$ cat src/rtl/assert_macros.svh
// assertion macros shared by the rtl modules
// no dependencies; assertions drop out when SYNTHESIS is defined
`ifndef ASSERT_MACROS_SVH
`define ASSERT_MACROS_SVH
`ifndef SYNTHESIS
`define TMSM_ASSERT(lbl, clk, rst_n, prop) \
	lbl: assert property (@(posedge clk) disable iff (!rst_n) prop) else $error("assertion failed");
`define TMSM_NEVER(lbl, clk, rst_n, cond) \
	lbl: assert property (@(posedge clk) disable iff (!rst_n) !(cond)) else $error("assertion failed");
`else
`define TMSM_ASSERT(lbl, clk, rst_n, prop)
`define TMSM_NEVER(lbl, clk, rst_n, cond)
`endif
`endif

$ cat src/rtl/tmsm_pkg.sv
// types, constants and the operation table of the stretch metric block
// no dependencies
package tmsm_pkg;

	localparam int ACC_W = 208;   // holds every exact intermediate value
	localparam int QUO_W = 68;    // quotient bits kept before the root
	localparam int ROOT_W = 34;   // root bits searched
	localparam int QDEPTH = 2;
	localparam int NUM_OPS = 29;

	typedef logic signed [32:0] dif_t;

	typedef struct packed {
		dif_t [2:0] e1;
		dif_t [2:0] e2;
		dif_t [2:0] f1;
		dif_t [2:0] f2;
	} job_t;

	typedef enum logic [4:0] {
		SRC_E1X, SRC_E1Y, SRC_E1Z,
		SRC_E2X, SRC_E2Y, SRC_E2Z,
		SRC_F1X, SRC_F1Y, SRC_F1Z,
		SRC_F2X, SRC_F2Y, SRC_F2Z,
		SRC_L, SRC_D, SRC_T, SRC_C, SRC_F
	} src_t;

	typedef enum logic [1:0] {INIT_ZERO, INIT_ACC, INIT_C, INIT_N} init_t;

	typedef enum logic [2:0] {
		DST_NONE, DST_L, DST_D, DST_T, DST_C, DST_F, DST_N, DST_DEN
	} dst_t;

	typedef struct packed {
		src_t a;
		src_t b;
		logic neg;
		init_t init;
		dst_t dst;
	} op_t;

	typedef enum logic [2:0] {
		ST_IDLE, ST_OP, ST_MUL, ST_DCHK, ST_DIV, ST_SQRT, ST_DONE
	} state_t;

	function automatic op_t mk(src_t a, src_t b, logic neg, init_t init, dst_t dst);
		op_t o;
		o.a = a;
		o.b = b;
		o.neg = neg;
		o.init = init;
		o.dst = dst;
		return o;
	endfunction

	// acc = init +/- a*b, b is the narrower factor (bit-serial multiplier)
	function automatic op_t op_rom(logic [4:0] idx);
		op_t o;
		unique case (idx)
			5'd0:  o = mk(SRC_E1X, SRC_E1X, 1'b0, INIT_ZERO, DST_NONE);
			5'd1:  o = mk(SRC_E1Y, SRC_E1Y, 1'b0, INIT_ACC, DST_NONE);
			5'd2:  o = mk(SRC_E1Z, SRC_E1Z, 1'b0, INIT_ACC, DST_L);
			5'd3:  o = mk(SRC_E1X, SRC_E2X, 1'b0, INIT_ZERO, DST_NONE);
			5'd4:  o = mk(SRC_E1Y, SRC_E2Y, 1'b0, INIT_ACC, DST_NONE);
			5'd5:  o = mk(SRC_E1Z, SRC_E2Z, 1'b0, INIT_ACC, DST_D);
			5'd6:  o = mk(SRC_E1Y, SRC_E2Z, 1'b0, INIT_ZERO, DST_NONE);
			5'd7:  o = mk(SRC_E1Z, SRC_E2Y, 1'b1, INIT_ACC, DST_T);
			5'd8:  o = mk(SRC_T, SRC_T, 1'b0, INIT_ZERO, DST_C);
			5'd9:  o = mk(SRC_E1Z, SRC_E2X, 1'b0, INIT_ZERO, DST_NONE);
			5'd10: o = mk(SRC_E1X, SRC_E2Z, 1'b1, INIT_ACC, DST_T);
			5'd11: o = mk(SRC_T, SRC_T, 1'b0, INIT_C, DST_C);
			5'd12: o = mk(SRC_E1X, SRC_E2Y, 1'b0, INIT_ZERO, DST_NONE);
			5'd13: o = mk(SRC_E1Y, SRC_E2X, 1'b1, INIT_ACC, DST_T);
			5'd14: o = mk(SRC_T, SRC_T, 1'b0, INIT_C, DST_C);
			5'd15: o = mk(SRC_F1X, SRC_F1X, 1'b0, INIT_ZERO, DST_NONE);
			5'd16: o = mk(SRC_F1Y, SRC_F1Y, 1'b0, INIT_ACC, DST_NONE);
			5'd17: o = mk(SRC_F1Z, SRC_F1Z, 1'b0, INIT_ACC, DST_F);
			5'd18: o = mk(SRC_C, SRC_F, 1'b0, INIT_ZERO, DST_N);
			5'd19: o = mk(SRC_D, SRC_F1X, 1'b0, INIT_ZERO, DST_NONE);
			5'd20: o = mk(SRC_L, SRC_F2X, 1'b1, INIT_ACC, DST_T);
			5'd21: o = mk(SRC_T, SRC_T, 1'b0, INIT_N, DST_N);
			5'd22: o = mk(SRC_D, SRC_F1Y, 1'b0, INIT_ZERO, DST_NONE);
			5'd23: o = mk(SRC_L, SRC_F2Y, 1'b1, INIT_ACC, DST_T);
			5'd24: o = mk(SRC_T, SRC_T, 1'b0, INIT_N, DST_N);
			5'd25: o = mk(SRC_D, SRC_F1Z, 1'b0, INIT_ZERO, DST_NONE);
			5'd26: o = mk(SRC_L, SRC_F2Z, 1'b1, INIT_ACC, DST_T);
			5'd27: o = mk(SRC_T, SRC_T, 1'b0, INIT_N, DST_N);
			5'd28: o = mk(SRC_C, SRC_L, 1'b0, INIT_ZERO, DST_DEN);
			default: o = mk(SRC_L, SRC_L, 1'b0, INIT_ZERO, DST_NONE);
		endcase
		return o;
	endfunction

endpackage

$ cat src/rtl/tmsm_front.sv
// front end: takes vertex pairs, keeps the first two, turns a full triangle into edges
// depends on tmsm_pkg
module tmsm_front (
	input  logic                clk,
	input  logic                arst_n,
	input  logic                start,
	output logic                busy,
	input  logic signed [31:0]  src_x,
	input  logic signed [31:0]  src_y,
	input  logic signed [31:0]  src_z,
	input  logic signed [31:0]  dst_x,
	input  logic signed [31:0]  dst_y,
	input  logic signed [31:0]  dst_z,
	input  logic                q_full,
	output logic                q_push,
	output tmsm_pkg::job_t      q_job
);

	logic [1:0] count_q;
	logic [31:0] vs_q [2][6];
	logic [31:0] cur [6];
	logic accept;

	assign busy = q_full;
	assign accept = start && !busy;
	assign q_push = accept && count_q[1];

	assign cur[0] = src_x;
	assign cur[1] = src_y;
	assign cur[2] = src_z;
	assign cur[3] = dst_x;
	assign cur[4] = dst_y;
	assign cur[5] = dst_z;

	function automatic tmsm_pkg::dif_t dif(logic [31:0] a, logic [31:0] b);
		return {a[31], a} - {b[31], b};
	endfunction

	always_comb begin
		for (int i = 0; i < 3; i++) begin
			q_job.e1[i] = dif(vs_q[1][i], vs_q[0][i]);
			q_job.e2[i] = dif(cur[i], vs_q[0][i]);
			q_job.f1[i] = dif(vs_q[1][3+i], vs_q[0][3+i]);
			q_job.f2[i] = dif(cur[3+i], vs_q[0][3+i]);
		end
	end

	always_ff @(posedge clk or negedge arst_n) begin
		if (!arst_n) begin
			count_q <= 2'd0;
		end else if (accept) begin
			count_q <= count_q[1] ? 2'd0 : count_q + 2'd1;
		end
	end

	always_ff @(posedge clk) begin
		if (accept && !count_q[1]) begin
			for (int i = 0; i < 6; i++) begin
				vs_q[count_q[0]][i] <= cur[i];
			end
		end
	end

endmodule

$ cat config.mk
export PLATFORM = sky130hd
export DESIGN_NAME = tmsm_front
export DESIGN_NICKNAME = d
export VERILOG_FILES = /design/src/rtl/assert_macros.svh /design/src/rtl/tmsm_pkg.sv /design/src/rtl/tmsm_front.sv
export SDC_FILE = /design/constraint.sdc
export NUM_CORES = 1
export LEC_CHECK = 0
export BUFFER_PORTS_ARGS = -buffer_cell sky130_fd_sc_hd__clkbuf_2
export CAP_MARGIN = 0
export CELL_PAD_IN_SITES_DETAIL_PLACEMENT = 1
export CELL_PAD_IN_SITES_GLOBAL_PLACEMENT = 1
export CORE_ASPECT_RATIO = 1.25
export CORE_UTILIZATION = 40
export DETAILED_ROUTE_END_ITERATION = 10
export PLACE_DENSITY = 0.76
export SYNTH_ARGS = -nofsm -noshare
export SYNTH_HDL_FRONTEND = slang
export SYNTH_SLANG_ARGS = --single-unit
$ cat constraint.sdc
create_clock -name clk -period 16.21 [get_ports clk]
set_input_delay 1.621 -clock clk [delete_from_list [all_inputs] [get_ports clk]]
set_output_delay 1.621 -clock clk [all_outputs]
set_load 0.03 [all_outputs]
[Word-level counts from Yosys, hierarchy flattened]
Memories as Yosys holds them, arrays and structs flattened.
Index checks and enable logic that the tools add are counted.
Word-level totals
  bits in registers: 2
  bits in writable memories: 384
  bits of input ports: 196
  output and inout bits: 398
  logic and storage cells: 23
  memories: 1
Cells by class
  $add $sub $neg: 13
  multiplexer cells: 3
  reductions and logical operators: 5
Memory list
  vs_q: depth 2, width 192, read ports 2, clocked after Yosys merged registers in 0, write ports 1, RTL line tmsm_front.sv:20  | logic [31:0] vs_q [2][6];
Operator list (number)
  32-bit by 32-bit subtractor with 33-bit output: 12
  1-bit logical AND: 3
  2-bit by 1-bit adder with 2-bit output (second input constant): 1
  1-bit zero test: 2
  1-bit 2-to-1 mux: 2
  2-bit 2-to-1 mux: 1

[Longest topological paths before layout]
Gate-level depths: netlist of the first run.
  depth in word-level cells: 5
  depth in mapped cells: 13
  depth with buffers taken out: 13

[Worst setup path before layout of the first run]
No wires, ideal clock.
  path type: in2reg
  start: input q_full
  end: memory vs_q[1][0] (netlist name) (enable)
  library setup time: 1.020 ns
  arrival: 15.780 ns
  data required time: 15.190 ns
  slack: -0.590 ns
  stages: 2
  buffers on the path: 0
  path through: nand2b_1 > nor3b_1
On the way
  cells in the longest elaborated chain, start to end: 5
RTL lines
  start: declaration: RTL line tmsm_front.sv:14  | input logic q_full,
  1-bit zero test: RTL line tmsm_front.sv:25  | assign accept = start && !busy;
  1-bit logical AND: RTL line tmsm_front.sv:25
  1-bit logical AND: RTL line tmsm_front.sv:57  | if (accept && !count_q[1]) begin
  1-bit 2-to-1 mux: RTL line tmsm_front.sv:57
  1-bit 2-to-1 mux (implied by the code): RTL line tmsm_front.sv:59  | vs_q[count_q[0]][i] <= cur[i];
  end: declaration: RTL line tmsm_front.sv:20
No other way between the ends.

==> reports/qor.csv, run 1 <==
metric;value;unit
clock-sinks;386;
placed_cells;4672;
synth_nets;3728;
post_cts_buffers;0;
worstReg2RegStart;count_q[1];
antenna_found_initial;19;
fin_cells;4773;
antenna_left;0;
synth_warnings;0;
drive_gt1_frac;0.1840;
die_x;249.6;um
achievable-frequency;143.5;MHz
ir_worst_vdd;0.09453;mV
synth.avg_cell_area;9.773;sq um
hold_path_class;flip-flop to flip-flop;
startpoint_type;input pin;
cts.reportedPaths.clkPinSlew;60;ps
synth.top_cell.area_share;0.3762;
overflow;0;
worstSetupPathType;input pin to output port;
drtIter0Drc;1059;
slew_headroom;0.2932;
setup_viol;0;
cts.repair.resized;0;
h-tree-depth;2;
finalCriticalPeriod;6968;ps
grt_use_total;0.2532;
synth_area_leader_cell;edfxtp_1;
hold_viol_final;0;
synth-async-reset-ratio;0.005181;
crit_fanout;5;
gp_congestion;0.9290;
yosys_most_used_dff;edfxtp_1;
slew_violations;0;
viasPerCell;5.566;
die_area;0.07774;sq mm
hpwlAfterDp;82.34;mm
wl_per_cell;21.16;um
drt_wl_total;101.0;mm
cts-buffers-inserted;45;
cp-end-kind;output port;
worst_slew_pin_slew;1060;ps
grt_pass1_vias;27798;
synth_cell_types;77;
port_buffers;593;
reg2reg_slack;13270;ps
fin_crit_sh;0.4299;
rsz0062_at_grt;false;
violations;design-rule violations;
start_util;0.4037;
rr_worst_depth;3;
cp-startpoint;dst_y[0];
grt_pass1_wl;154.7;mm
core;0.07592;sq mm
leakagePower;16.69;nW
fin_nets;4334;
ctsRootBufferMaster;clkbuf_16;
postCtsHoldBufs;0;
yosysSeqAreaShare;0.3779;
die_h;311.5;um
rows;113;
drc;4;
rr_endpoint;vs_q[1][26];
p_per_area;120.7;mW/mm^2
drtPass1Iterations;8;
synth_area;0.03065;sq mm
num_vias;26567;
pin_count;594;
clockBufferDepth;3;
cp_data_arrival_time;5350;ps
maxCapViolations;0;
syn_to_final_growth;18.70;%
fin_setup_tns;0;ps
synth-edff-count;384;
status;complete, but fails checks;
critical_path_required;14590;ps
fill_cells;8831;
ys_top_cells_by_area;edfxtp_1, ha_1, xnor2_1, a21oi_1, a21o_1;
clock_skew;22.20;ps
grt_start_max_net_pins;118;
timing.critical_path.to;q_job[65];
cts_tree;built;
final_util;0.4792;
clkLatencyLatePin;590;ps
synth_cells;3136;
ys_ff_latch;386;
[cells by family (layout without fill, tap and decap cells)]
kind of cell / after synthesis / after routing / synth area share
xor gates and xnor gates: 326 / 326 / 0.09316
buffers and inverters: 351 / 993 / 0.04323
and+or+nand+nor: 685 / 685 / 0.1107
muxes: 8 / 8 / 0.002694
adders and majority gates: 396 / 396 / 0.1646
DFF: 386 / 386 / 0.3779
other: 0 / 18 / 0
AOI/OAI and AO/OA: 984 / 984 / 0.2078
[Yosys cell counts (59+ instances only)]
cell / number
a21o_1: 168
a21oi_1: 304
edfxtp_1: 384
ha_1: 384
inv_1: 310
nand2_1: 177
nor2_1: 156
nor2b_1: 64
o21a_1: 59
o21ai_0: 173
xnor2_1: 222
xor2_1: 104
[placed cells by master (no fill, tap or decap), types with 9 or more instances in the layout]
cell type	synthesis	layout
a211o_1	9	9
a211oi_1	22	22
a21boi_0	13	13
a21o_1	168	168
a21oi_1	304	304
a221o_1	10	10
a221oi_1	9	9
a31oi_1	37	37
and2_1	20	20
and3_1	24	24
clkbuf_16	0	47
clkbuf_2	0	593
diode_2	0	18
edfxtp_1	384	384
fa_1	12	12
ha_1	384	384
inv_1	310	310
nand2_1	177	177
nand2b_1	50	50
nand3_1	52	52
nand4_1	42	42
nor2_1	156	156
nor2b_1	64	64
nor3_1	45	44
nor3b_1	11	10
o2111ai_1	14	14
o211ai_1	24	24
o21a_1	59	59
o21ai_0	173	173
o21bai_1	35	35
o31a_1	19	19
o31ai_1	13	13
or3_1	14	14
xnor2_1	222	222
xor2_1	104	104
[sequential cells by signal, indices dropped and copies added, names as in the netlist]
signal	cells
vs_q	384
count_q	2
[metrics by stage]
step,hold slack [ps],area (sq um),total power (W),setup WS (ps)
after floorplan,463.3,30650,0.002686,411.8
after global placement,511.8,34760,0.003269,9424
after detailed placement,520.9,34760,0.003297,9388
after CTS,534.9,36330,0.004427,9382
after global routing,577.3,36370,0.004594,9111
final,533.2,36380,0.004391,9242
[worst min-delay path by stage]
| stage | startpoint | to | cells after the start |
|---|---|---|---|
| 2_1_floorplan | count_q[0] | count_q[0] | 1 |
| 3_3_place_gp | count_q[0] | count_q[0] | 1 |
| 3_5_place_dp | count_q[0] | count_q[0] | 1 |
| 4_1_cts | count_q[0] | count_q[0] | 1 |
| 5_1_grt | count_q[0] | count_q[0] | 1 |
| 6_report | count_q[0] | count_q[0] | 1 |
[layout make-up]
| cell class | count | area [sq um] | area share |
|---|---|---|---|
| Multi-Input combinational cell | 2399 | 17760 | 0.4882 |
| Sequential cell | 386 | 11580 | 0.3183 |
| Timing Repair Buffer | 600 | 3033 | 0.08337 |
| Tap cell | 977 | 1222 | 0.03360 |
| Clock buffer | 52 | 1195 | 0.03285 |
| Inverter | 310 | 1164 | 0.03199 |
| Clock inverter | 31 | 380.4 | 0.01046 |
| Antenna cell | 18 | 45.04 | 0.001238 |
[power by group]
group	internal [W]	switching (W)
logic	0.000629	0.00143
registers	0.00120	0.0000245
clock network	0.000659	0.000449
[metal layers]
| layer | part of all wire | vias up | track usage |
|---|---|---|---|
| met1 | 0.39 | 12947 | 0.2818 |
| li1 | - | 12800 | - |
| met5 | 0.00013 | - | 0 |
| met2 | 0.51 | 619 | 0.4556 |
| met4 | 0.046 | 2 | 0.1274 |
| met3 | 0.054 | 199 | 0.05095 |
[critical path, stage by stage]
cell      delay (ps)
clkbuf_2         100
inv_1             40
ha_1             240
fa_1             420
nor2b_1          120
o21ai_0          110
a21oi_1          290
o21ai_2          170
o21ai_0          410
a221o_1          270
a31o_2           210
a41oi_1          150
o31ai_1          760
a221oi_1         180
clkbuf_2         240
Note: power is estimated with default switching activity, not from simulation.
==> run 2, diff against run 1 <==
- clock period: 16.21 -> 6.2 ns (I/O delays scaled with it)
==> run 2 against run 1 <==
The run now ends clean; non-clock buffer count up 1; wire length decreased by 1.2%; clock-buffer cell count fell by 1.
==> reports/qor.csv, run 2 (synthesis gave the netlist of run 1 again) <==
metric;value;unit;change
clock_skew;8.386;ps;-13.81 ps
layout_common_cells;clkbuf_2, ha_1, edfxtp_1;;
met1_usage;0.2738;;-0.008060
num_vias;26405;;-0.61%
cp_num_buf_inv;1;;-2
layout_commonest_cell;clkbuf_2;;
clock-sinks;386;;unchanged
fin_cells;4766;;-0.15%
startpoint_type;flip-flop;;
fin_nets;4335;;+0.023%
post-place-ws;1489;ps;-7900 ps
die_area;0.07774;sq mm;unchanged
start_util;0.4037;;unchanged
placed_area;0.03478;sq mm;about the same
hold_depth;1;;unchanged
drt_wl_total;99.79;mm;-1.2%
slew_headroom;0.3989;;+0.1056
p_per_area;313.1;mW/mm^2;+160%
cp_top_family;compound AO/OA/AOI/OAI gates;;
grt_pass1_vias;27691;;-0.38%
critical_path_required;5580;ps;-9010 ps
fin_setup_tns;0;ps;unchanged
fin_crit_sh;0.8375;;
crit_fanout;4;;-1
postCtsHoldBufs;1;;+1
worstSetupPathType;flip-flop to output port;;
h-tree-depth;2;;unchanged
rows;113;;unchanged
hold_path_class;input pin to flip-flop;;
grt_use_total;0.2495;;-0.003710
critPathSlowestCell;o21ai_0;;
rr_worst_depth;3;;unchanged
gp_congestion;0.9362;;+0.78%
cp-startpoint;vs_q[0][32];;
grt_pass1_wl;152.7;mm;-1.3%
drc;0;;-4
achievable-frequency;192.6;MHz;
slew_violations;0;;unchanged
worstSetupPathDepth;13;;-2
worst_slew_pin_slew;901.7;ps;-158.5 ps
setup_viol;0;;unchanged
clockBufferDepth;3;;unchanged
core;0.07592;sq mm;unchanged
drtPass1Iterations;5;;-3
cts.repair.resized;0;;unchanged
critical_path.max_stage_delay;570;ps;-190 ps
viasPerCell;5.540;;-0.46%
overflow;0;;unchanged
crit_path_cell_trace;ha_1 > fa_1 > nor2b_1 > o31ai_1 > a21oi_1 > o21ai_0 > o21ai_0 > a21oi_1 > a21oi_1 > o2111a_1 > o21ai_0 > a31o_2 > clkbuf_2;;
leakagePower;16.67;nW;-0.15%
antenna_found_initial;19;;unchanged
grt_util_met2;0.4549;;-0.0006348
largest_reg_flops;384;;unchanged
die_h;311.5;um;unchanged
pin_count;594;;unchanged
hold_viol_final;0;;unchanged
antenna_left;0;;unchanged
finalCriticalPeriod;5193;ps;
post_cts_buffers;0;;unchanged
maxCapViolations;0;;unchanged
status;finished clean;;
setup_ws;1007;ps;-8234 ps
met3_usage;0.05738;;+0.006432
hpwlAfterDp;81.65;mm;-0.85%
ir_worst_vdd;0.2114;mV;+120%
cts-buffers-inserted;45;;unchanged
die_x;249.6;um;unchanged
worstReg2RegStart;count_q[1];;
cp-end-kind;output port;;
wl_per_cell;20.94;um;-1.0%
clkLatencyLatePin;580;ps;about the same
cts.reportedPaths.clkPinSlew;60;ps;about the same
ctsRootBufferMaster;clkbuf_16;;
top_usage_layer;met2;;
cts_tree;built;;
port_buffers;593;;unchanged
design_area;0.03634;sq mm;about the same
syn_to_final_growth;18.58;%;about the same
cp_data_arrival_time;4570;ps;-780 ps
grt_start_max_net_pins;112;;-5.1%
hp-start;src_x[31];;
placed_cells;4672;;unchanged
rsz0062_at_grt;false;;
drtIter0Drc;1214;;+15%
drive_gt1_frac;0.1834;;-0.0005294
-- run 2: cell count changes in the layout (fill, tap and decap cells not counted), sizes merged --
cell / before / now
clkinvlp: 3 / 5
inv: 315 / 312
diode: 18 / 11
dlygate4sd3: 0 / 1
clkbuf: 645 / 644
clkinv: 15 / 16
-- run 2: power by group --
part / internal (W) / leakage [nW] / total, W / switching (W)
sequential: 0.00313 / 3.53 / 0.00320 / 0.0000644
combinational: 0.00165 / 12.4 / 0.00539 / 0.00374
clock: 0.00167 / 0.732 / 0.00280 / 0.00112
-- run 2: metrics by stage --
stage / total power [W] / hold WS, ps / util
after global placement: 0.008553 / 411.0 / 0.4581
final: 0.01138 / 241.8 / 0.4787
after global routing: 0.01191 / 207.8 / 0.4786
after floorplan: 0.006969 / 324.4 / -
after CTS: 0.01147 / 194.0 / 0.4783
after detailed placement: 0.008626 / 418.8 / 0.4581
-- run 2: routing by layer --
layer | up-vias | part of all wire
met1 | 12774 | 0.39
met2 | 649 | 0.50
met4 | 14 | 0.045
met3 | 197 | 0.062
met5 | - | 0.00089
li1 | 12771 | -
-- run 2: area by class of cell --
| class | count | area (sq um) |
|---|---|---|
| diodes | 11 | 27.53 |
| clock buffers | 51 | 1159 |
| clock inverters | 31 | 367.9 |
| fillers | 8831 | 39580 |
| inverters | 310 | 1164 |
| multi-input cells | 2399 | 17770 |
| flip-flops and latches | 386 | 11580 |
| well taps | 977 | 1222 |
| repair buffers | 601 | 3055 |
-- run 2: path summary, 6_finish.rpt --
check,end,slack (ps)
worst max-delay path,q_job[164],1010
worst min-delay path,vs_q[0][191],240
min in group asynchronous,count_q[0],360
max in group asynchronous,count_q[1],5730
worst max register to register,vs_q[1][165],3770
worst min register to register,count_q[0],570
-- run 2: worst reg2reg max path, delay by kind of cell (launching register included) --
family,cells,cell delay (ps)
AND/OR/NAND/NOR,1,290
flip-flops,1,450
buffers and inverters,2,1290
