$ cat src/rtl/assert_macros.svh
// assertion macros shared by the rtl modules
// no dependencies; assertions drop out when SYNTHESIS is defined
`ifndef ASSERT_MACROS_SVH
`define ASSERT_MACROS_SVH
`ifndef SYNTHESIS
`define TMSM_ASSERT(lbl, clk, rst_n, prop) \
	lbl: assert property (@(posedge clk) disable iff (!rst_n) prop) else $error("assertion failed");
`define TMSM_NEVER(lbl, clk, rst_n, cond) \
	lbl: assert property (@(posedge clk) disable iff (!rst_n) !(cond)) else $error("assertion failed");
`else
`define TMSM_ASSERT(lbl, clk, rst_n, prop)
`define TMSM_NEVER(lbl, clk, rst_n, cond)
`endif
`endif

$ cat src/rtl/tmsm_pkg.sv
// types, constants and the operation table of the stretch metric block
// no dependencies
package tmsm_pkg;

	localparam int ACC_W = 208;   // holds every exact intermediate value
	localparam int QUO_W = 68;    // quotient bits kept before the root
	localparam int ROOT_W = 34;   // root bits searched
	localparam int QDEPTH = 2;
	localparam int NUM_OPS = 29;

	typedef logic signed [32:0] dif_t;

	typedef struct packed {
		dif_t [2:0] e1;
		dif_t [2:0] e2;
		dif_t [2:0] f1;
		dif_t [2:0] f2;
	} job_t;

	typedef enum logic [4:0] {
		SRC_E1X, SRC_E1Y, SRC_E1Z,
		SRC_E2X, SRC_E2Y, SRC_E2Z,
		SRC_F1X, SRC_F1Y, SRC_F1Z,
		SRC_F2X, SRC_F2Y, SRC_F2Z,
		SRC_L, SRC_D, SRC_T, SRC_C, SRC_F
	} src_t;

	typedef enum logic [1:0] {INIT_ZERO, INIT_ACC, INIT_C, INIT_N} init_t;

	typedef enum logic [2:0] {
		DST_NONE, DST_L, DST_D, DST_T, DST_C, DST_F, DST_N, DST_DEN
	} dst_t;

	typedef struct packed {
		src_t a;
		src_t b;
		logic neg;
		init_t init;
		dst_t dst;
	} op_t;

	typedef enum logic [2:0] {
		ST_IDLE, ST_OP, ST_MUL, ST_DCHK, ST_DIV, ST_SQRT, ST_DONE
	} state_t;

	function automatic op_t mk(src_t a, src_t b, logic neg, init_t init, dst_t dst);
		op_t o;
		o.a = a;
		o.b = b;
		o.neg = neg;
		o.init = init;
		o.dst = dst;
		return o;
	endfunction

	// acc = init +/- a*b, b is the narrower factor (bit-serial multiplier)
	function automatic op_t op_rom(logic [4:0] idx);
		op_t o;
		unique case (idx)
			5'd0:  o = mk(SRC_E1X, SRC_E1X, 1'b0, INIT_ZERO, DST_NONE);
			5'd1:  o = mk(SRC_E1Y, SRC_E1Y, 1'b0, INIT_ACC, DST_NONE);
			5'd2:  o = mk(SRC_E1Z, SRC_E1Z, 1'b0, INIT_ACC, DST_L);
			5'd3:  o = mk(SRC_E1X, SRC_E2X, 1'b0, INIT_ZERO, DST_NONE);
			5'd4:  o = mk(SRC_E1Y, SRC_E2Y, 1'b0, INIT_ACC, DST_NONE);
			5'd5:  o = mk(SRC_E1Z, SRC_E2Z, 1'b0, INIT_ACC, DST_D);
			5'd6:  o = mk(SRC_E1Y, SRC_E2Z, 1'b0, INIT_ZERO, DST_NONE);
			5'd7:  o = mk(SRC_E1Z, SRC_E2Y, 1'b1, INIT_ACC, DST_T);
			5'd8:  o = mk(SRC_T, SRC_T, 1'b0, INIT_ZERO, DST_C);
			5'd9:  o = mk(SRC_E1Z, SRC_E2X, 1'b0, INIT_ZERO, DST_NONE);
			5'd10: o = mk(SRC_E1X, SRC_E2Z, 1'b1, INIT_ACC, DST_T);
			5'd11: o = mk(SRC_T, SRC_T, 1'b0, INIT_C, DST_C);
			5'd12: o = mk(SRC_E1X, SRC_E2Y, 1'b0, INIT_ZERO, DST_NONE);
			5'd13: o = mk(SRC_E1Y, SRC_E2X, 1'b1, INIT_ACC, DST_T);
			5'd14: o = mk(SRC_T, SRC_T, 1'b0, INIT_C, DST_C);
			5'd15: o = mk(SRC_F1X, SRC_F1X, 1'b0, INIT_ZERO, DST_NONE);
			5'd16: o = mk(SRC_F1Y, SRC_F1Y, 1'b0, INIT_ACC, DST_NONE);
			5'd17: o = mk(SRC_F1Z, SRC_F1Z, 1'b0, INIT_ACC, DST_F);
			5'd18: o = mk(SRC_C, SRC_F, 1'b0, INIT_ZERO, DST_N);
			5'd19: o = mk(SRC_D, SRC_F1X, 1'b0, INIT_ZERO, DST_NONE);
			5'd20: o = mk(SRC_L, SRC_F2X, 1'b1, INIT_ACC, DST_T);
			5'd21: o = mk(SRC_T, SRC_T, 1'b0, INIT_N, DST_N);
			5'd22: o = mk(SRC_D, SRC_F1Y, 1'b0, INIT_ZERO, DST_NONE);
			5'd23: o = mk(SRC_L, SRC_F2Y, 1'b1, INIT_ACC, DST_T);
			5'd24: o = mk(SRC_T, SRC_T, 1'b0, INIT_N, DST_N);
			5'd25: o = mk(SRC_D, SRC_F1Z, 1'b0, INIT_ZERO, DST_NONE);
			5'd26: o = mk(SRC_L, SRC_F2Z, 1'b1, INIT_ACC, DST_T);
			5'd27: o = mk(SRC_T, SRC_T, 1'b0, INIT_N, DST_N);
			5'd28: o = mk(SRC_C, SRC_L, 1'b0, INIT_ZERO, DST_DEN);
			default: o = mk(SRC_L, SRC_L, 1'b0, INIT_ZERO, DST_NONE);
		endcase
		return o;
	endfunction

endpackage

$ cat src/rtl/tmsm_fifo.sv
// two-entry job queue between the front end and the arithmetic core
// depends on tmsm_pkg and assert_macros.svh
`include "assert_macros.svh"
module tmsm_fifo (
	input  logic            clk,
	input  logic            arst_n,
	input  logic            push,
	input  tmsm_pkg::job_t  wdata,
	input  logic            pop,
	output tmsm_pkg::job_t  rdata,
	output logic            full,
	output logic            empty
);

	tmsm_pkg::job_t mem_q [tmsm_pkg::QDEPTH];
	logic wptr_q;
	logic rptr_q;
	logic [1:0] cnt_q;

	assign full = (cnt_q == 2'(tmsm_pkg::QDEPTH));
	assign empty = (cnt_q == 2'd0);
	assign rdata = mem_q[rptr_q];

	always_ff @(posedge clk or negedge arst_n) begin
		if (!arst_n) begin
			wptr_q <= 1'b0;
			rptr_q <= 1'b0;
			cnt_q <= 2'd0;
		end else begin
			if (push) wptr_q <= ~wptr_q;
			if (pop) rptr_q <= ~rptr_q;
			cnt_q <= cnt_q + 2'(push) - 2'(pop);
		end
	end

	always_ff @(posedge clk) begin
		if (push) mem_q[wptr_q] <= wdata;
	end

	`TMSM_NEVER(a_push_full, clk, arst_n, push && full && !pop)
	`TMSM_NEVER(a_pop_empty, clk, arst_n, pop && empty)
	`TMSM_ASSERT(a_cnt_range, clk, arst_n, cnt_q <= 2'(tmsm_pkg::QDEPTH))

endmodule

$ cat config.mk
export PLATFORM = sky130hd
export DESIGN_NAME = tmsm_fifo
export DESIGN_NICKNAME = d
export VERILOG_FILES = /design/src/rtl/tmsm_pkg.sv /design/src/rtl/tmsm_fifo.sv
export VERILOG_INCLUDE_DIRS = /design/src /design/src/rtl
export SDC_FILE = /design/constraint.sdc
export NUM_CORES = 1
export LEC_CHECK = 0
export ABC_AREA = 1
export BUFFER_PORTS_ARGS = -buffer_cell sky130_fd_sc_hd__buf_4
export CORE_AREA = 2 2 312 314
export CTS_CLUSTER_SIZE = 12
export DETAILED_ROUTE_END_ITERATION = 12
export DIE_AREA = 0 0 314 316
export GPL_TIMING_DRIVEN = 1
export SYNTH_ARGS = -nofsm -noshare
export SYNTH_HDL_FRONTEND = slang
export SYNTH_SLANG_ARGS = --single-unit
$ cat constraint.sdc
create_clock -name clk -period 16.65 [get_ports clk]
set_input_delay 2.4975 -clock clk [delete_from_list [all_inputs] [get_ports clk]]
set_output_delay 2.4975 -clock clk [all_outputs]
set_load 0.05 [all_outputs]
After elaboration in Yosys (flattened, before gate mapping)
Memory sizes are Yosys's and may differ from the RTL's.
Index checks and enable logic that the tools add are counted.
Operators by class
  reductions and logical operators: 1
  add/sub/neg operators: 2
  muxes and demuxes: 2
  bitwise operators: 2
  equality and inequality tests: 1
Operators by type and width (count)
  2-bit by 1-bit adder with 2-bit output: 1
  2-bit == test (second input constant): 1
  2-bit zero test: 1
  1-bit 2-to-1 mux: 2
  1-bit inverter: 2
  2-bit by 1-bit subtractor with 2-bit output: 1
Storage, ports and cells
  memories kept: 1
  bits in registers: 4
  RAM bits: 792
Memory list
  mem_q: depth 2, width 396, read ports 1, clocked after memory_dff 0, write ports 1, RTL line tmsm_fifo.sv:15  | tmsm_pkg::job_t mem_q [tmsm_pkg::QDEPTH];

Logic depth before layout (Yosys ltp)
Gate-level depths: netlist of run 1.
  depth after elaboration: 2
  depth in mapped cells: 7

Worst setup path before layout of run 1
Ideal clock, no wire load.
  path type: input-to-reg
  start: input push
  end: memory mem_q[0][0] (netlist name), enable pin
  required time: 15.476 ns
  slack: -3.596 ns
  arrival: 19.071 ns
  stages on the path: 2
  library setup time: 1.174 ns
  path through: inv_1 -> nor2_1
Between the ends
  word-level cells in the longest chain between the ends: 2
RTL lines
  start: declaration: RTL line tmsm_fifo.sv:7  | input logic push,
  1-bit 2-to-1 mux: RTL line tmsm_fifo.sv:37  | if (push) mem_q[wptr_q] <= wdata;
  1-bit 2-to-1 mux (not written as such): RTL line tmsm_fifo.sv:37
  end: declaration: RTL line tmsm_fifo.sv:15
No other way between the ends.

==> flow_summary.json, run 1 <==
{
  "synthArstFlopShare_pct": 0.5025,
  "timing.max_cap.violations": 0,
  "routed_wl_mm": 77.61,
  "syn_area_um2": 29560,
  "cts_tree": "built",
  "avgSynthCellArea_um2": 14.12,
  "die_w_um": 314,
  "vias_per_cell": 4.235,
  "worst_path_most_repeated_cell": "buf_4",
  "dr_total_vias": 18020,
  "hpwl_mm": 56.11,
  "skew_ps": 10.69,
  "cp_max_fo": 110,
  "critPathTopFamily": "buffers and inverters",
  "synth_area_leaders": "edfxtp_1, inv_1, nand2_1",
  "worstSetupPathType": "register to output port",
  "synth.most_common_cell": "edfxtp_1",
  "rows": 114,
  "area_delta_synth_final_pct": 32.98,
  "netlist-cell-type-count": 14,
  "core_region_area_um2": 95990,
  "ys.flop_type": "edfxtp_1",
  "hold_slack_ps": 548.3,
  "cts_resized": 0,
  "postCtsSetupBuffers": 0,
  "grt_util_all_layers_pct": 14.89,
  "synth_cells": 2093,
  "fp.dieH_um": 316,
  "maxSlewViolCount": 0,
  "cp_data_required_time_ps": 14150,
  "drtIter0Drc": 1286,
  "gp_congestion": 0.8596,
  "pre_cts_ws_ps": 10170,
  "yosysTopAreaCell": "edfxtp_1",
  "postRouteAntennaNets": 0,
  "ir_drop_v": 0.0002335,
  "min_path_cells": 1,
  "port_buffers": 797,
  "reg2regPathDepth": 5,
  "setup_viol": 0,
  "crit_path_start_kind": "register",
  "final_cells": 4255,
  "grt_pass1_wl_mm": 108.1,
  "drc": 0,
  "finalSetupTns_ps": 0,
  "setup_ws_ps": 9506,
  "worst_pin_slew_ps": 1066,
  "max_freq_ghz": 0.1400,
  "hold_violations": 0,
  "leakagePower_nw": 16.28,
  "yosysWarnings": 0,
  "synth-edff-count": 792,
  "fin_crit_ps": 7144,
  "dieArea_um2": 99220,
  "post-place-cells": 4094,
  "crit_cells": 5,
  "worstSetupEndpointType": "output port",
  "nNetsFinal": 3308,
  "wire_per_inst_um": 18.24,
  "ios": 798,
  "root_buffer": "clkbuf_16",
  "cts_made_buffers": 86,
  "synthesis.nets": 2495,
  "synth_commonest_cells": "edfxtp_1, inv_1, nand2_1",
  "worstPathArrival_ps": 4650,
  "hold_path_class": "register to register",
  "path_cells": "buf_4, buf_4, buf_4, o21ai_0, buf_4",
  "grt_pass1_vias": 17540,
  "outcome": "completed",
  "p_total_w": 0.008250,
  "max_slew_margin_pct": 28.91,
  "slowest_delay_ps": 1000,
  "synth_top_area_share_pct": 80.46,
  "grt_overflow": 0,
  "cp_num_buf_inv": 4,
  "cts_sinks": 796,
  "antenna_found_initial": 13,
  "cts.clk_slew.worst_paths_ps": 50,
  "rsz0062_at_grt": "false",
  "synth_seq_cells": 796,
  "initial_utilization_pct": 30.79,
  "clk_latency_ps": 640,
  "cp_slowest_cell": "dfrtp_4",
  "hold_buffers": 0,
  "htree_levels": 3,
  "power_density_nw_per_um2": 209.9,
  "clock_path_buffers": 3,
  "yosysSeqAreaShare_pct": 80.80,
  "min_period_over_period_pct": 42.90,
  "drive_gt1_share_pct": 31.01,
  "drt_pass1_iterations": 4,
  "grt_max_degree": 215
}
per-layer routing:
metal	routed length (um)	up-vias	share of wire, %	global-route usage [%]
met4	2933	2	3.8	7.677
met3	6282	149	8.1	5.169
met5	13	-	0.017	0
met2	41190	578	53	26.74
li1	-	8716	-	-
met1	27180	8574	35	15.32
placed cells by master, fill, tap and decap left out, drive strengths merged:
cell type and instances:
nand2 402, edfxtp 792, ha 2, nand3 1
clkinv 22, clkinvlp 1, inv 407, nor2 3
clkbuf 119, xor2 2, bufinv 3, buf 813
dfrtp 4, diode 12, o21ai 396
worst reg2reg max path: stages (launching register included):
cell and delay (ps):
dfrtp_1 420, nand2_1 160, inv_8 660, buf_4 770, buf_4 690, buf_4 760
worst paths after layout:
path / start / to / slack, ps
min reg2reg: wptr_q / wptr_q / 550
max reg2reg: wptr_q / mem_q[1][132] / 12740
max: rptr_q / rdata[134] / 9510
min: wptr_q / wptr_q / 550
max in group asynchronous: arst_n / rptr_q / 14880
min in group asynchronous: arst_n / cnt_q[0] / 1650
flip-flops by register name (all words and copies together) (netlist names):
| register | count |
|---|---|
| mem_q | 792 |
| wptr_q | 1 |
| cnt_q | 2 |
| rptr_q | 1 |
cell families (layout without fill, tap and decap cells):
logic type	Yosys count	in the layout	synth area share, %
flops	796	796	80.80
buf+inv	491	1365	7.196
simple gates	406	406	5.160
compound gates	396	396	6.705
fa+ha+maj	2	2	0.08464
xor+xnor	2	2	0.05927
other cells	0	12	0
metrics by stage:
stage | utilization (%) | area (um^2)
after global routing | 40.95 | 39310
after CTS | 40.92 | 39280
after global placement | 38.22 | 36690
after floorplan | - | 29560
after detailed placement | 38.22 | 36690
final | 40.95 | 39310
report_power, final:
part	internal [W]	switching, W
registers	0.00266	0.000120
clock network	0.00103	0.000742
logic	0.000892	0.00281
area by class of cell:
type                            instances  area [um^2]
Fill cell                            9023        56690
Sequential cell                       796        23890
Timing Repair Buffer                  813         6128
Multi-Input combinational cell        806         3557
Clock buffer                          119         2340
Tap cell                             1276         1597
Inverter                              403         1520
Clock inverter                         30        250.2
Antenna cell                           12        30.03
No activity file was read; power rests on OpenSTA's default activity.
==> run 2, diff against run 1 <==
Settings changed: CORE_AREA 2 2 312 314 to 2 2 315 317, DIE_AREA 0 0 314 316 to 0 0 317 319.
Clock period 16.65 ns to 6.66 ns, I/O delays scaled along.
==> run 2 against run 1 <==
Sequential power rose by 150%; clock-buffer cell count rose by 2; flip-flop and latch count did not move; combinational power rose to 2.5 times the previous value; critical path type unchanged; largest cell class unchanged; largest power group unchanged; highest routed layer unchanged.
==> flow_summary.json, run 2 (same netlist as run 1, synthesis figures left out) <==
{
  "clk_latency_ps": 650,
  "dieArea_um2": 101100,
  "p_total_w": 0.02074,
  "final_cell_mix": "buf_4, edfxtp_1, inv_1, nand2_1, o21ai_0",
  "initial_utilization_pct": 30.26,
  "vias_per_cell": 4.155,
  "cts_sinks": 796,
  "placed_area_um2": 36820,
  "regArea_um2": 23890,
  "drtIter0Drc": 1099,
  "design_area_um2": 39510,
  "hold_path_class": "input port to asynchronous set/reset pin",
  "reg2regPathDepth": 5,
  "gp_congestion": 0.8496,
  "antenna_found_initial": 14,
  "fin_crit_ps": 4258,
  "multi_input_area_um2": 3573,
  "timing.max_cap.violations": 0,
  "hold_violations": 0,
  "drt_pass1_iterations": 5,
  "rows": 115,
  "grt_max_degree": 211,
  "largest_registers": "mem_q (792), cnt_q (2)",
  "crit_path_start_kind": "register",
  "wire_per_inst_um": 16.88,
  "outcome": "completed",
  "area_delta_synth_final_pct": 33.66,
  "max_slew_margin_pct": 29.54,
  "cts_made_buffers": 86,
  "rsz0062_at_grt": "false",
  "hold_buffers": 0,
  "grt_pass1_wl_mm": 103.6,
  "cts_tree": "built",
  "grt_util_all_layers_pct": 13.82,
  "leakagePower_nw": 16.37,
  "skew_ps": 21.08,
  "grt_pass1_vias": 17370,
  "grt_overflow": 0,
  "hpwl_mm": 50.76,
  "largest_reg_flops": 792,
  "fp.dieH_um": 319,
  "worstSetupEndpointType": "output port",
  "drc": 0,
  "setup_viol": 0,
  "routed_wl_mm": 72.26,
  "worstPathArrival_ps": 3260,
  "clock_path_buffers": 3,
  "cp_max_fo": 210,
  "htree_levels": 3,
  "final_common_cell": "buf_4",
  "root_buffer": "clkbuf_16",
  "postCtsSetupBuffers": 0,
  "ir_drop_v": 0.0003799,
  "cts_resized": 0,
  "r2r_start": "wptr_q",
  "min_period_over_period_pct": 63.94,
  "drive_gt1_share_pct": 31.58,
  "max_freq_ghz": 0.2348,
  "power_density_nw_per_um2": 525.0,
  "cp_data_required_time_ps": 5660,
  "worst_pin_slew_ps": 1057,
  "worstSetupPathType": "register to output port",
  "port_buffers": 797,
  "reg2reg_to": "mem_q[1][124]",
  "cts.clk_slew.worst_paths_ps": 60,
  "regMostFlops": "mem_q",
  "dr_total_vias": 17780,
  "nFillCells": 9049,
  "postRouteAntennaNets": 0,
  "r2r_setup_slack_ps": 3190,
  "ios": 798,
  "maxSlewViolCount": 0,
  "core_region_area_um2": 97700,
  "die_w_um": 317,
  "nNetsFinal": 3315,
  "post-route-util_pct": 40.44
}
## run 2: layout make-up
cell class	instances	area share, %
Sequential cell	796	60.46
Timing Repair Buffer	820	15.74
Multi-Input combinational cell	806	9.044
Clock buffer	121	5.881
Tap cell	1287	4.076
Inverter	403	3.870
Clock inverter	34	0.8519
Antenna cell	13	0.08234
## run 2: critical path, stage by stage (launching register included)
cell and delay, ps:
dfrtp_4 920, buf_4 400, buf_12 500, o21ai_0 240
buf_4 240
## run 2: worst max-delay path by stage
stage | startpoint | end | slack (ps)
final | rptr_q | rdata[147] | 2400
after global routing | rptr_q | rdata[271] | 2080
after CTS | rptr_q | rdata[137] | 2330
after detailed placement | push | mem_q[1][277] | 2480
after global placement | push | mem_q[1][127] | 2460
after floorplan | push | mem_q[1][0] | -730
## run 2: layer usage
metal	routed length, um	global-route usage (%)	vias up
met5	13	0	-
met4	2929	7.621	2
met3	6293	4.988	136
met2	37230	24.07	553
met1	25800	14.31	8360
li1	-	-	8733
## run 2: where the power goes
part           internal [W]  switching (W)  total, W  leakage (nW)
registers           0.00665       0.000255   0.00691          7.48
clock network       0.00260        0.00189   0.00450          1.30
logic               0.00226        0.00708   0.00934          7.59
## run 2: metrics by stage
step | hold slack, ps | setup WS (ps) | cells | setup TNS [ps]
final | 134.1 | 2402 | 4280 | 0
after global routing | 83.14 | 2083 | 4280 | 0
after CTS | 58.32 | 2330 | 4267 | 0
after detailed placement | 584.6 | 2483 | 4112 | 0
after global placement | 583.2 | 2456 | 4112 | 0
after floorplan | 546.2 | -725.8 | 2093 | -532340
==> run 3, diff against run 2 <==
Settings changed: CORE_AREA 2 2 315 317 to 2 2 312 314, DIE_AREA 0 0 317 319 to 0 0 314 316.
Clock period 6.66 ns to 3.7 ns, I/O delays scaled along.
==> run 3 against run 2 <==
Cell area grew 0.58%; register-to-register slack lost 1600 ps; critical path depth grew 1; largest cell class unchanged.
==> flow_summary.json, run 3 (same netlist as run 1, synthesis figures left out) <==
{
  "outcome": "completed",
  "multi_input_area_um2": 3573,
  "ir_drop_v": 0.0006045,
  "htree_levels": 3,
  "cts_sinks": 796,
  "fin_crit_ps": 3112,
  "leakagePower_nw": 16.48,
  "postCtsSetupBuffers": 0,
  "min_path_cells": 1,
  "worstSetupEndpointType": "output port",
  "regArea_um2": 23890,
  "clk_latency_ps": 650,
  "max_slew_margin_pct": 34.02,
  "internal-power_w": 0.02086,
  "timing.max_cap.violations": 0,
  "largest_registers": "mem_q (792), cnt_q (2)",
  "vias_per_cell": 4.219,
  "p_comb_share_pct": 45.4,
  "crit_path_end": "rdata[339]",
  "min_period_over_period_pct": 84.11,
  "drtIter0Drc": 1269,
  "drive_gt1_share_pct": 31.55,
  "area_delta_synth_final_pct": 34.43,
  "cts_resized": 0,
  "reg2regPathDepth": 3,
  "max_freq_ghz": 0.3213,
  "skew_ps": 21.21,
  "wire_per_inst_um": 17.63,
  "startpoint": "rptr_q",
  "routed_wl_mm": 75.49,
  "rsz0062_at_grt": "false",
  "r2r_setup_slack_ps": 1640,
  "grt_pass1_vias": 17540,
  "port_buffers": 797,
  "dr_total_vias": 18070,
  "cp_data_required_time_ps": 3140,
  "grt_util_all_layers_pct": 14.58,
  "rows": 114,
  "grt_max_degree": 145,
  "setup_ws_ps": 587.9,
  "worstSetupPathType": "register to output port",
  "initial_utilization_pct": 30.79,
  "antenna_found_initial": 14,
  "root_buffer": "clkbuf_16",
  "maxSlewViolCount": 0,
  "core_region_area_um2": 95990,
  "dieArea_um2": 99220,
  "gp_congestion": 0.8399,
  "finalSetupTns_ps": 0,
  "r2r_start": "wptr_q",
  "grt_overflow": 0,
  "cts.clk_slew.worst_paths_ps": 60,
  "power_density_nw_per_um2": 944.7,
  "hold_buffers": 3,
  "hold_slack_ps": 84.00,
  "pre_cts_ws_ps": 1182,
  "cp_max_fo": 57,
  "swShare_pct": 44.43,
  "clockPowerShare_pct": 21.7,
  "p_total_w": 0.03754,
  "postRouteAntennaNets": 0,
  "drt_pass1_iterations": 5,
  "hold_path_class": "input port to register",
  "hold_violations": 0,
  "nNetsFinal": 3331,
  "drc": 0,
  "worst_pin_slew_ps": 989.8,
  "clock_path_buffers": 3,
  "regMostFlops": "mem_q",
  "power_frac_seq_pct": 33.0,
  "switchingPower_w": 0.01668,
  "ios": 798,
  "setup_viol": 0,
  "worstPathArrival_ps": 2560,
  "hpwl_mm": 53.55,
  "grt_pass1_wl_mm": 107.2,
  "fp.dieH_um": 316,
  "cts_made_buffers": 87,
  "nFillCells": 8888,
  "final_common_cell": "buf_4",
  "cts_tree": "built",
  "crit_path_start_kind": "register",
  "die_w_um": 314,
  "reg2reg_to": "mem_q[1][302]",
  "final_cell_mix": "buf_4, edfxtp_1, inv_1, nand2_1, o21ai_0",
  "largest_reg_flops": 792
}
-- run 3: cell type report --
type | instances | area share [%]
Sequential cell | 796 | 60.11
Timing Repair Buffer | 835 | 16.23
Multi-Input combinational cell | 806 | 8.992
Clock buffer | 104 | 5.746
Tap cell | 1276 | 4.018
Inverter | 403 | 3.848
Clock inverter | 54 | 0.9950
Antenna cell | 9 | 0.05668
-- run 3: how the worst min path moves through the flow --
| stage | from | endpoint |
|---|---|---|
| 5_1_grt | wdata[349] | mem_q[1][349] |
| 3_5_place_dp | arst_n | cnt_q[0] |
| 4_1_cts | wdata[349] | mem_q[0][349] |
| 2_1_floorplan | arst_n | cnt_q[0] |
| 3_3_place_gp | arst_n | cnt_q[0] |
| 6_report | wdata[345] | mem_q[1][345] |
-- run 3: metrics by stage --
stage	util [%]	instances	cell area, um^2
2_1_floorplan	-	2093	29600
3_3_place_gp	38.55	4113	37010
3_5_place_dp	38.55	4113	37010
4_1_cts	41.37	4274	39720
5_1_grt	41.39	4282	39740
6_report	41.40	4283	39740
-- run 3: critical path: stages, from the launching register on --
cell,delay (ps)
dfrtp_4,710
buf_12,290
buf_4,430
nand2_1,110
o21ai_0,110
buf_4,230
-- run 3: power by group through the flow --
| stage | combinational (W) | clock (W) | sequential, W |
|---|---|---|---|
| finish | 0.0170 | 0.00813 | 0.0124 |
| global route | 0.0179 | 0.00874 | 0.0125 |
| CTS | 0.0173 | 0.00839 | 0.0124 |
| detailed placement | 0.0172 | 0 | 0.0126 |
| global placement | 0.0172 | 0 | 0.0125 |
| floorplan | 0.0118 | 0 | 0.0129 |
-- run 3: metal layers --
layer  up-vias  global-route usage (%)  wire length (um)
li1       8760                       -                 -
met1      8619                   15.62             27320
met2       555                   25.72             39240
met3       124                   5.116              6389
met4        10                   6.829              2469
met5         -                       0                77
